===== src/hdl/kdsd_pkg.sv =====
// kdsd_pkg: types and constants shared by the key debounce / short detect block.
// Used by kdsd_front, kdsd_fifo, kdsd_back and key_debounce_and_short_detect.
`timescale 1ns / 1ps

package kdsd_pkg;

  // number of debounced key lines and of short-detect channels
  localparam int NUM_KEYS   = 3;
  localparam int NUM_SHORTS = 2;
  localparam int NSRC       = NUM_KEYS + NUM_SHORTS;
  localparam int MASK_W     = NSRC;
  localparam int SRC_W      = 3;
  localparam int LIMIT_W    = 15;
  localparam int CNT_W      = 17;

  // input word kinds
  typedef enum logic {
    FUNC_TICK      = 1'b0,
    FUNC_SHORT_RST = 1'b1
  } func_t;

  // configuration register indexes
  typedef enum logic {
    REG_MM_LIMIT  = 1'b0,
    REG_DCC_LIMIT = 1'b1
  } reg_idx_t;

  localparam logic [LIMIT_W-1:0] LIMIT_RESET = LIMIT_W'(50);

  // key debouncer edge codes from the top two history bits
  localparam logic [1:0] FLIP_PRESS   = 2'b01;
  localparam logic [1:0] FLIP_RELEASE = 2'b10;

  // short counter step while the line is active
  localparam logic [CNT_W-1:0] CNT_STEP_UP = CNT_W'(2);

  // one classified item: event flags per source, the mask seen by each
  // event, and the mask after the whole item
  typedef struct packed {
    logic [NSRC-1:0]              ev;
    logic [NSRC-1:0]              make;
    logic [NSRC-1:0][MASK_W-1:0]  mask;
    logic [MASK_W-1:0]            fin;
  } kdsd_entry_t;

  // queue status seen by both sides
  typedef struct packed {
    logic full;
    logic empty;
  } kdsd_qstat_t;

endpackage


===== src/hdl/key_debounce_and_short_detect.sv =====
// key_debounce_and_short_detect: top level, key debouncers and booster short
// detection. Instantiates kdsd_front, kdsd_fifo and kdsd_back; uses kdsd_pkg.
`timescale 1ns / 1ps

// Each input word is a sample tick or a short-detect reset (in_tuser). A tick
// shifts the three key lines into (FILTER_LEN+1)-bit debounce histories and
// steps the two leaky short counters; the front end does all of this in the
// cycle the word is accepted and writes one entry into a two-entry queue, so
// a word can be accepted every cycle while the queue has room. The back end
// emits the entry's events (key press/release, short detected) in source
// order, one output word per cycle from a registered output stage while
// out_tready allows, then drops the entry; an item with k events gives
// max(k,1) output words, so up to five words per tick. The first output
// word of an item passes through the queue and then the output register.
// tlast marks the final word of each item.
module key_debounce_and_short_detect #(
  parameter int FILTER_LEN = 10
) (
  input  logic        clk,
  input  logic        rst_n,
  input  logic        cfg_we,
  input  logic        cfg_addr,
  input  logic [14:0] cfg_wdata,
  input  logic        in_tvalid,
  output logic        in_tready,
  input  logic [7:0]  in_tdata,   // go_key_raw, stop_key_raw, ack_line_raw,
                                  // short_a_raw, short_b_raw, 3 zero bits
  input  logic        in_tuser,   // func
  output logic        out_tvalid,
  input  logic        out_tready,
  output logic [15:0] out_tdata,  // source[2:0], is_make, active_mask[4:0],
                                  // 7 zero bits
  output logic        out_tuser,  // has_event
  output logic        out_tlast
);
  import kdsd_pkg::*;

  kdsd_qstat_t       qstat;
  kdsd_entry_t       push_data, head;
  logic              push, pop;
  logic              has_ev, is_make;
  logic [SRC_W-1:0]  source;
  logic [MASK_W-1:0] mask;

  kdsd_front #(.FILTER_LEN(FILTER_LEN)) u_front (
    .clk       (clk),
    .rst_n     (rst_n),
    .cfg_we    (cfg_we),
    .cfg_addr  (cfg_addr),
    .cfg_wdata (cfg_wdata),
    .in_valid  (in_tvalid),
    .in_ready  (in_tready),
    .in_func   (in_tuser),
    .in_keys   (in_tdata[2:0]),
    .in_shorts (in_tdata[4:3]),
    .qstat     (qstat),
    .push      (push),
    .push_data (push_data)
  );

  kdsd_fifo u_fifo (
    .clk       (clk),
    .rst_n     (rst_n),
    .push      (push),
    .push_data (push_data),
    .pop       (pop),
    .head      (head),
    .qstat     (qstat)
  );

  kdsd_back u_back (
    .clk           (clk),
    .rst_n         (rst_n),
    .head          (head),
    .qstat         (qstat),
    .pop           (pop),
    .out_valid     (out_tvalid),
    .out_ready     (out_tready),
    .out_has_event (has_ev),
    .out_source    (source),
    .out_is_make   (is_make),
    .out_mask      (mask),
    .out_last      (out_tlast)
  );

  assign out_tdata = {7'b0, mask, is_make, source};
  assign out_tuser = has_ev;

endmodule


===== src/hdl/kdsd_front.sv =====
// kdsd_front: accepts input words, runs the key debouncers and short counters,
// and writes one classified entry per word into the queue. Uses kdsd_pkg.
`timescale 1ns / 1ps

module kdsd_front #(
  parameter int FILTER_LEN = 10
) (
  input  logic                             clk,
  input  logic                             rst_n,
  input  logic                             cfg_we,
  input  logic                             cfg_addr,
  input  logic [kdsd_pkg::LIMIT_W-1:0]     cfg_wdata,
  input  logic                             in_valid,
  output logic                             in_ready,
  input  logic                             in_func,
  input  logic [kdsd_pkg::NUM_KEYS-1:0]    in_keys,
  input  logic [kdsd_pkg::NUM_SHORTS-1:0]  in_shorts,
  input  kdsd_pkg::kdsd_qstat_t            qstat,
  output logic                             push,
  output kdsd_pkg::kdsd_entry_t            push_data
);
  import kdsd_pkg::*;

  localparam int HW = FILTER_LEN + 1;

  logic [HW-1:0]      hist_r   [NUM_KEYS];
  logic [HW-1:0]      hist_nxt [NUM_KEYS];
  logic [CNT_W-1:0]   cnt_r    [NUM_SHORTS];
  logic [CNT_W-1:0]   cnt_nxt  [NUM_SHORTS];
  logic [CNT_W-1:0]   cnt_up   [NUM_SHORTS];
  logic [CNT_W-1:0]   lim2     [NUM_SHORTS];
  logic [LIMIT_W-1:0] limit_r  [NUM_SHORTS];
  logic [NUM_SHORTS-1:0] latch_r, latch_nxt;
  logic [MASK_W-1:0]  active_r, active_nxt;
  logic [1:0]         flip     [NUM_KEYS];
  logic               acc;
  kdsd_entry_t        ent;

  assign in_ready  = !qstat.full;
  assign acc       = in_valid && !qstat.full;
  assign push      = acc;
  assign push_data = ent;

  // debounce: shift in, fill the filter bits when the ends agree
  always_comb begin
    for (int i = 0; i < NUM_KEYS; i++) begin
      hist_nxt[i] = {hist_r[i][HW-2:0], in_keys[i]};
      if (hist_nxt[i][FILTER_LEN-1] && hist_nxt[i][0]) begin
        hist_nxt[i][FILTER_LEN-1:0] = '1;
      end else if (!hist_nxt[i][FILTER_LEN-1] && !hist_nxt[i][0]) begin
        hist_nxt[i][FILTER_LEN-1:0] = '0;
      end
      flip[i] = hist_nxt[i][FILTER_LEN -: 2];
    end
  end

  // leaky short counters
  always_comb begin
    for (int j = 0; j < NUM_SHORTS; j++) begin
      lim2[j] = {1'b0, limit_r[j], 1'b0};
      if (in_shorts[j]) begin
        cnt_up[j] = cnt_r[j] + CNT_STEP_UP;
      end else if (cnt_r[j] != '0) begin
        cnt_up[j] = cnt_r[j] - CNT_W'(1);
      end else begin
        cnt_up[j] = cnt_r[j];
      end
    end
  end

  // build the entry and the next mask, events in source order
  always_comb begin
    ent        = '0;
    active_nxt = active_r;
    latch_nxt  = latch_r;
    for (int j = 0; j < NUM_SHORTS; j++) begin
      cnt_nxt[j] = cnt_r[j];
    end
    if (in_func == FUNC_SHORT_RST) begin
      for (int j = 0; j < NUM_SHORTS; j++) begin
        cnt_nxt[j]                = '0;
        active_nxt[NUM_KEYS + j]  = 1'b0;
      end
      latch_nxt = '0;
    end else begin
      for (int i = 0; i < NUM_KEYS; i++) begin
        if (flip[i] == FLIP_PRESS) begin
          active_nxt[i] = 1'b1;
          ent.ev[i]     = 1'b1;
          ent.make[i]   = 1'b1;
          ent.mask[i]   = active_nxt;
        end else if (flip[i] == FLIP_RELEASE) begin
          active_nxt[i] = 1'b0;
          ent.ev[i]     = 1'b1;
          ent.mask[i]   = active_nxt;
        end
      end
      for (int j = 0; j < NUM_SHORTS; j++) begin
        if (!latch_r[j] && (cnt_up[j] > lim2[j])) begin
          latch_nxt[j]                 = 1'b1;
          active_nxt[NUM_KEYS + j]     = 1'b1;
          ent.ev[NUM_KEYS + j]         = 1'b1;
          ent.make[NUM_KEYS + j]       = 1'b1;
          ent.mask[NUM_KEYS + j]       = active_nxt;
        end
        cnt_nxt[j] = (cnt_up[j] > lim2[j]) ? lim2[j] : cnt_up[j];
      end
    end
    ent.fin = active_nxt;
  end

  // state registers
  always_ff @(posedge clk) begin
    if (!rst_n) begin
      for (int i = 0; i < NUM_KEYS; i++) begin
        hist_r[i] <= '0;
      end
      for (int j = 0; j < NUM_SHORTS; j++) begin
        cnt_r[j] <= '0;
      end
      latch_r  <= '0;
      active_r <= '0;
    end else if (acc) begin
      for (int i = 0; i < NUM_KEYS; i++) begin
        if (in_func == FUNC_TICK) begin
          hist_r[i] <= hist_nxt[i];
        end
      end
      for (int j = 0; j < NUM_SHORTS; j++) begin
        cnt_r[j] <= cnt_nxt[j];
      end
      latch_r  <= latch_nxt;
      active_r <= active_nxt;
    end
  end

  // limit registers
  always_ff @(posedge clk) begin
    if (!rst_n) begin
      limit_r[0] <= LIMIT_RESET;
      limit_r[1] <= LIMIT_RESET;
    end else if (cfg_we) begin
      unique case (reg_idx_t'(cfg_addr))
        REG_MM_LIMIT:  limit_r[0] <= cfg_wdata;
        REG_DCC_LIMIT: limit_r[1] <= cfg_wdata;
        default:       limit_r[0] <= limit_r[0];
      endcase
    end
  end

endmodule


===== src/hdl/kdsd_fifo.sv =====
// kdsd_fifo: two-entry queue of classified entries between front and back.
// Uses kdsd_pkg for the entry and status types.
`timescale 1ns / 1ps

module kdsd_fifo (
  input  logic                   clk,
  input  logic                   rst_n,
  input  logic                   push,
  input  kdsd_pkg::kdsd_entry_t  push_data,
  input  logic                   pop,
  output kdsd_pkg::kdsd_entry_t  head,
  output kdsd_pkg::kdsd_qstat_t  qstat
);
  import kdsd_pkg::*;

  kdsd_entry_t mem_r [2];
  logic        wr_ptr_r, rd_ptr_r;
  logic [1:0]  cnt_r;

  assign qstat.full  = (cnt_r == 2'd2);
  assign qstat.empty = (cnt_r == 2'd0);
  assign head        = mem_r[rd_ptr_r];

  // storage
  always_ff @(posedge clk) begin
    if (push) begin
      mem_r[wr_ptr_r] <= push_data;
    end
  end

  // pointers and fill count
  always_ff @(posedge clk) begin
    if (!rst_n) begin
      wr_ptr_r <= 1'b0;
      rd_ptr_r <= 1'b0;
      cnt_r    <= '0;
    end else begin
      if (push) wr_ptr_r <= !wr_ptr_r;
      if (pop)  rd_ptr_r <= !rd_ptr_r;
      cnt_r <= cnt_r + {1'b0, push} - {1'b0, pop};
    end
  end

  a_no_overflow: assert property (@(posedge clk) disable iff (!rst_n)
    !(push && qstat.full)) else $error("queue written while full");
  a_no_underflow: assert property (@(posedge clk) disable iff (!rst_n)
    !(pop && qstat.empty)) else $error("queue read while empty");
  a_count_range: assert property (@(posedge clk) disable iff (!rst_n)
    cnt_r != 2'd3) else $error("queue count out of range");

endmodule


===== src/hdl/kdsd_back.sv =====
// kdsd_back: walks the queue head's events in source order and drives the
// registered output words, one per cycle unless stalled. Uses kdsd_pkg.
`timescale 1ns / 1ps

module kdsd_back (
  input  logic                          clk,
  input  logic                          rst_n,
  input  kdsd_pkg::kdsd_entry_t         head,
  input  kdsd_pkg::kdsd_qstat_t         qstat,
  output logic                          pop,
  output logic                          out_valid,
  input  logic                          out_ready,
  output logic                          out_has_event,
  output logic [kdsd_pkg::SRC_W-1:0]    out_source,
  output logic                          out_is_make,
  output logic [kdsd_pkg::MASK_W-1:0]   out_mask,
  output logic                          out_last
);
  import kdsd_pkg::*;

  logic [NSRC-1:0]   done_r, done_nxt;
  logic [NSRC-1:0]   pend, rest;
  logic [SRC_W-1:0]  sel;
  logic              adv, take, last_c;
  logic              valid_r;
  logic              has_r, make_r, last_r;
  logic [SRC_W-1:0]  src_r;
  logic [MASK_W-1:0] mask_r;

  // lowest pending event of the head entry
  always_comb begin
    pend = head.ev & ~done_r;
    sel  = '0;
    for (int i = NSRC - 1; i >= 0; i--) begin
      if (pend[i]) sel = SRC_W'(i);
    end
    rest   = pend & ~(NSRC'(1) << sel);
    last_c = (rest == '0);
  end

  assign adv  = !valid_r || out_ready;
  assign take = adv && !qstat.empty;
  assign pop  = take && last_c;

  always_comb begin
    done_nxt = done_r;
    if (take) begin
      done_nxt = last_c ? '0 : (done_r | (NSRC'(1) << sel));
    end
  end

  // control registers
  always_ff @(posedge clk) begin
    if (!rst_n) begin
      valid_r <= 1'b0;
      done_r  <= '0;
    end else begin
      done_r <= done_nxt;
      if (adv) valid_r <= !qstat.empty;
    end
  end

  // output word register
  always_ff @(posedge clk) begin
    if (take) begin
      has_r  <= (pend != '0);
      src_r  <= (pend != '0) ? sel : '0;
      make_r <= (pend != '0) ? head.make[sel] : 1'b0;
      mask_r <= (pend != '0) ? head.mask[sel] : head.fin;
      last_r <= last_c;
    end
  end

  assign out_valid     = valid_r;
  assign out_has_event = has_r;
  assign out_source    = src_r;
  assign out_is_make   = make_r;
  assign out_mask      = mask_r;
  assign out_last      = last_r;

  a_mask_only_last: assert property (@(posedge clk) disable iff (!rst_n)
    valid_r && !has_r |-> last_r) else $error("mask-only word not last");
  a_src_range: assert property (@(posedge clk) disable iff (!rst_n)
    valid_r && has_r |-> src_r < SRC_W'(NSRC)) else $error("bad source");
  a_done_needs_head: assert property (@(posedge clk) disable iff (!rst_n)
    done_r != '0 |-> !qstat.empty) else $error("events in flight without entry");
  a_pop_after_last: assert property (@(posedge clk) disable iff (!rst_n)
    pop |=> valid_r && last_r) else $error("pop without final word");

endmodule

===== config.mk =====
export PLATFORM = sky130hd
export DESIGN_NAME = key_debounce_and_short_detect
export DESIGN_NICKNAME = d
export VERILOG_FILES = /design/src/hdl/kdsd_pkg.sv /design/src/hdl/key_debounce_and_short_detect.sv /design/src/hdl/kdsd_front.sv /design/src/hdl/kdsd_fifo.sv /design/src/hdl/kdsd_back.sv
export SDC_FILE = /design/constraint.sdc
export NUM_CORES = 1
export LEC_CHECK = 0
export BUFFER_PORTS_ARGS = -buffer_cell sky130_fd_sc_hd__buf_2
export CORE_AREA = 2 2 157 159
export CTS_BUF_LIST = sky130_fd_sc_hd__clkbuf_8
export DETAILED_ROUTE_END_ITERATION = 12
export DIE_AREA = 0 0 159 161
export HOLD_SLACK_MARGIN = 0.12
export MAX_ROUTING_LAYER = met4
export PLACE_DENSITY_LB_ADDON = 0.3
export SLEW_MARGIN = 20
export SYNTH_ARGS = -nofsm -noshare
export SYNTH_HDL_FRONTEND = slang
export SYNTH_SLANG_ARGS = --single-unit
export TNS_END_PERCENT = 20

===== constraint.sdc =====
create_clock -name clk -period 6.3 [get_ports clk]
set_input_delay 0.63 -clock clk [delete_from_list [all_inputs] [get_ports clk]]
set_output_delay 0.63 -clock clk [all_outputs]
set_load 0.01 [all_outputs]

**Yosys cells after proc, flatten, opt, wreduce, memory -nomap -nowiden**

Memory sizes are Yosys's and may differ from the RTL's. A register that Yosys moved wholly into a read port is not among the register bits.
Index checks and enable logic that the tools add are counted.

- Logic and storage cells: 163
- Memory bits (writable): 177
- Output and inout bits: 20
- Bits in registers: 28
- Input bits: 30
- Memories kept: 4

- Multiplexer cells: 83
- Order comparisons: 3
- Reduce and logical (&&, ||, !) cells: 34
- Shift-type cells: 1
- Bitwise logic cells: 12
- Eq/ne operators: 7
- $add $sub $neg: 6

Memory list:

| name | depth | width | read ports | clocked after Yosys merged registers in | wr ports | line | source |
|---|---|---|---|---|---|---|---|
| u_fifo.mem_r | 2 | 40 | 1 | 1 | 1 | kdsd_fifo.sv:16 | `kdsd_entry_t mem_r [2];` |
| u_front.cnt_r | 2 | 17 | 2 | 0 | 2 | kdsd_front.sv:28 | `logic [CNT_W-1:0] cnt_r [NUM_SHORTS];` |
| u_front.hist_r | 3 | 11 | 3 | 0 | 3 | kdsd_front.sv:26 | `logic [HW-1:0] hist_r [NUM_KEYS];` |
| u_front.limit_r | 2 | 15 | 2 | 0 | 2 | kdsd_front.sv:32 | `logic [LIMIT_W-1:0] limit_r [NUM_SHORTS];` |

Operator list:

| cell | count |
|---|---|
| $mux W17 | 8 |
| $mux W10 | 6 |
| $mux W5 | 11 |
| $mux W1 | 41 |
| $mux W35 | 1 |
| $add A17 B2 Y17 const B | 2 |
| $gt A17 B16 Y1 | 2 |
| $mux W34 | 1 |
| $reduce_bool A17 Y1 | 2 |
| $sub A17 B1 Y17 const B | 2 |
| $mux W11 | 3 |
| $mux W15 | 2 |
| $mux W3 | 6 |
| $bmux W5 S3 | 1 |
| $logic_not A1 Y1 | 13 |
| $logic_and A1 B1 Y1 | 11 |
| $and A5 B5 Y5 | 2 |
| $not A5 Y5 | 2 |
| $eq A2 B2 Y1 const B | 4 |
| $or A1 B1 Y1 | 7 |
| $eq A2 B1 Y1 const B | 3 |
| $logic_not A5 Y1 | 1 |
| $or A5 B5 Y5 | 1 |
| $reduce_bool A5 Y1 | 1 |
| 10 further kinds | 13 |

**Longest topological paths before layout**

- Depth in word-level cells: 14
- Gate-level depth with buffers: 16
- Mapped depth without buffers: 14

**Hierarchy**

From an unflattened synthesis, not the netlist that was laid out.

- Cells, all modules: 984
- Area, all modules: 10,959.3 um^2

By module, submodules not included:

| module | times used | cells an instance | area each (um^2) | sequential area each (um^2) |
|---|---|---|---|---|
| kdsd_front | 1 | 716 | 6,691.4 | 2,962.8 |
| kdsd_fifo | 1 | 145 | 3,123.0 | 2,502.4 |
| kdsd_back | 1 | 114 | 1,081.0 | 450.4 |
| key_debounce_and_short_detect | 1 | 9 | 63.8 | 0.0 |

**Worst setup path after synthesis**

Ideal clock, no wire load.

- Path kind: register to register
- Start: mem u_front.cnt_r[1][1] (netlist: u_front.cnt_r[0][18])
- End: mem u_front.cnt_r[1][6] (netlist: u_front.cnt_r[0][23]), data pin
- Library setup time: 0.259 ns
- Period minus slack after synthesis: 4.360 ns
- Path buffers: 2
- Path slack: 1.940 ns
- Arrival time: 4.101 ns
- Required time: 6.041 ns
- Stages on the path, launching flop included: 16
- Path through: edfxtp_1 > inv_1 > ha_1 > or4b_4 > nor4_1 > clkbuf_1 > nor4_1 > or3_1 > and2_1 > ha_1 > a21oi_1 > nor2b_1 > a2111oi_0 > o22ai_4 > buf_6 > mux2i_1

RTL lines:

| item | line |
|---|---|
| start, declared | kdsd_front.sv:28 |

==> out/metrics.cfg <==
[clock_network]
cts.path.max_buffers = 2
htreeDepth = 4
cts_resized = 0
cts_made_buffers = 17
cts_setup_buffers = 0
clk_latency_ns = 0.49
tritoncts = done
path_clk_slew_ns = 0.11
cts_root_buf = clkbuf_8
clock_sink_count = 189
postCtsHoldBufs = 0

[logic_synthesis]
synth_area_sq_um = 10400
ys.flop_type = edfxtp_1
avgSynthCellArea_sq_um = 10.8
ys_seq_area_share_pct = 52.8
synth_cell_types = 69
synthCells = 961
synthArstFlopShare_pct = 0
ys_warn_count = 0
synth_edf_count = 171
ys_seq_elements = 189

[cells_and_area]
syn2layout_area_growth_pct = 8.44
drive_gt1_share_pct = 12.2
nNetsFinal = 1062
diodes = 0
finish.utilization_pct = 47.1

[global_routing]
global_route.usage.met3_pct = 3.42
grtUsageMet2_pct = 28.4
antenna_found_initial = 0
grt_max_degree = 62
globalRouteMet1Util_pct = 23.3
grt_pass1_wl_mm = 35.0
globalRouteOverflowTotal = 0
grt_usage_pct = 17.7
first_global_vias = 6814
top_usage_layer = met2

[floorplanning]
die_w_um = 159
rows = 57
ioPinCount = 50
die_h_um = 161
die_area_sq_um = 25600
core_area_sq_um = 24000
start_util_pct = 43.4

[detailed_routing]
drt_first_pass_iters = 7
drc = 0
antenna_left = 0
post_drt_wl_per_cell_um = 16.5
via_count = 7256
wl_mm = 21.8
routed_via_density = 5.49
drtIter0Drc = 618

[power_and_ir_drop]
leakagePower_nw = 4.30
power_switching_mw = 1.25
total_power_mw = 3.57
switching_share_pct = 34.9
ir_drop_uv = 178
p_per_area_nw_per_um2 = 317
p_seq_share_pct = 48.2
p_comb_share_pct = 29.3
intPower_mw = 2.33
clkPwrFrac_pct = 22.5

[timing]
hold_viol = 0
skew_ns = 0.0191
fmax_ghz = 0.206
min_period_over_period_pct = 77.0
setup_viol = 0
rsz0062_at_grt = false
report.final.slew_viol_count = 0
slew_headroom_pct = 37.2
min_period_ns = 4.85
setup-tns-final_ns = 0
tightest_slew_ns = 0.934

[run]
cap_violations = 0

[placement]
gp_congestion = 0.882
port_buffers = 39
dpl.hpwl_mm = 15.2

[setup_path]
worstSetupPathType = reg2reg
cp.arrival_ns = 5.05
crit_path_start_kind = flop
path_max_fanout = 16
critical_path_required_ns = 6.50
end_kind = flop

[run_status]
outcome = complete, no violations

[hold_path]
hp-class = in2reg

-- synth_stat cells (5+ instances only) --
cell      count  area share (%)
mux2i_1      49             4.7
a211oi_1      6            0.43
nor2b_1      14            0.84
inv_1        52             1.9
edfxtp_1    171              49
a21oi_1      44             2.1
o21a_1        6            0.43
ha_1         48             5.8
and4_1        7            0.59
nand2b_1      7            0.42
nor3b_1       9            0.65
nor4_1        9            0.54
a31oi_1       8            0.48
clkbuf_1     40             1.4
nor3_1       29             1.4
buf_4         8            0.58
nand3_1      22             1.1
and2_1        8            0.48
nor2_1       58             2.1
or4_1         5            0.36
nand2_1     122             4.4
xnor2_1      12             1.0
o21bai_1      7            0.51
mux4_2        9             1.9
or2_2         9            0.54
o211ai_1      5            0.36
and3_1       25             1.5
nand4_1      17             1.0
dfxtp_1      18             3.5
o21ai_0      55             2.6
xor2_1       11            0.93
-- registers in the layout, summed over array words and instances (netlist names), named ones only --
name	count
u_back.done_r	5
u_back.out_has_event	1
u_back.out_is_make	1
u_back.out_last	1
u_back.out_mask	5
u_back.out_source	3
u_back.out_valid	1
u_fifo.cnt_r	2
u_fifo.mem_r	66
u_fifo.rd_ptr_r	1
u_fifo.wr_ptr_r	1
u_front.active_r	5
u_front.cnt_r	34
u_front.hist_r	30
u_front.latch_r	2
u_front.limit_r	30
-- path summary, 6_finish.rpt --
check	start	end	slack, ns	depth (start not counted)
max	u_front.cnt_r[0][18]	u_front.cnt_r[0][21]	1.45	15
min	cfg_wdata[1]	u_front.limit_r[0][16]	0.42	2
max reg2reg	u_front.cnt_r[0][18]	u_front.cnt_r[0][21]	1.45	15
min reg2reg	u_front.active_r[4]	u_front.active_r[4]	0.47	2
-- worst max-delay path, cell delays in order, from the launching register on --
cell,delay [ns]
edfxtp_1,0.47
inv_1,0.17
ha_1,0.18
or4b_4,0.50
nor4_1,0.54
buf_4,0.27
nor4_1,0.07
or3_1,0.33
and2_1,0.15
ha_1,0.29
nand3_1,0.11
nor3_1,0.30
a2111oi_0,0.16
buf_4,0.18
o22ai_4,0.65
mux2i_1,0.19
-- final cells by class --
cell class,count,area [sq um]
Clock inverter,14,150
Fill cell,2235,12700
Multi-Input combinational cell,671,4490
Timing Repair Buffer,52,293
Sequential cell,189,5500
Tap cell,324,405
Clock buffer,18,248
Inverter,53,199
-- power by group through the flow --
stage	Combinational, mW	Sequential (mW)	Clock [mW]
floorplan	0.771	1.72	0
global placement	1.03	1.74	0
detailed placement	1.05	1.75	0
CTS	1.05	1.72	0.816
global route	1.16	1.75	0.867
finish	1.05	1.72	0.806
-- through the flow --
stage	hold WS, ns	setup WS, ns	instance area, sq um	instances
4_1_cts	0.414	1.46	11300	1321
6_report	0.424	1.45	11300	1321
2_1_floorplan	0.426	1.94	10400	969
5_1_grt	0.412	1.06	11300	1321
3_5_place_dp	0.451	1.52	10900	1289
3_3_place_gp	0.441	1.59	10900	1289
-- layer usage --
metal	up-vias	part of all wire [%]
li1	3564	-
met2	159	47
met1	3510	48
met4	0	1.2
met3	23	4.2
met5	-	0
-- placed cells by master, fill, tap and decap left out, drive strengths merged, types with 11 or more instances in the layout --
cell	count
edfxtp	171
nand2	122
inv	60
nor2	58
o21ai	55
buf	52
mux2i	49
ha	48
a21oi	44
nor3	29
and3	26
nand3	22
dfxtp	18
clkbuf	18
nand4	17
nor2b	14
xnor2	13
xor2	11
-- kinds of logic (layout without fill, tap and decap cells) --
logic type      Yosys count  after routing  synth area share (%)
xor+xnor                 24             24                  2.09
other cells               1              9                0.0361
mux                      62             62                  7.10
compound gates          173            173                  10.6
simple gates            355            355                  17.0
fa+ha+maj                48             48                  5.77
flops                   189            189                  52.8
buf+inv                 109            137                  4.49
Power figures use the tool's default switching activity.
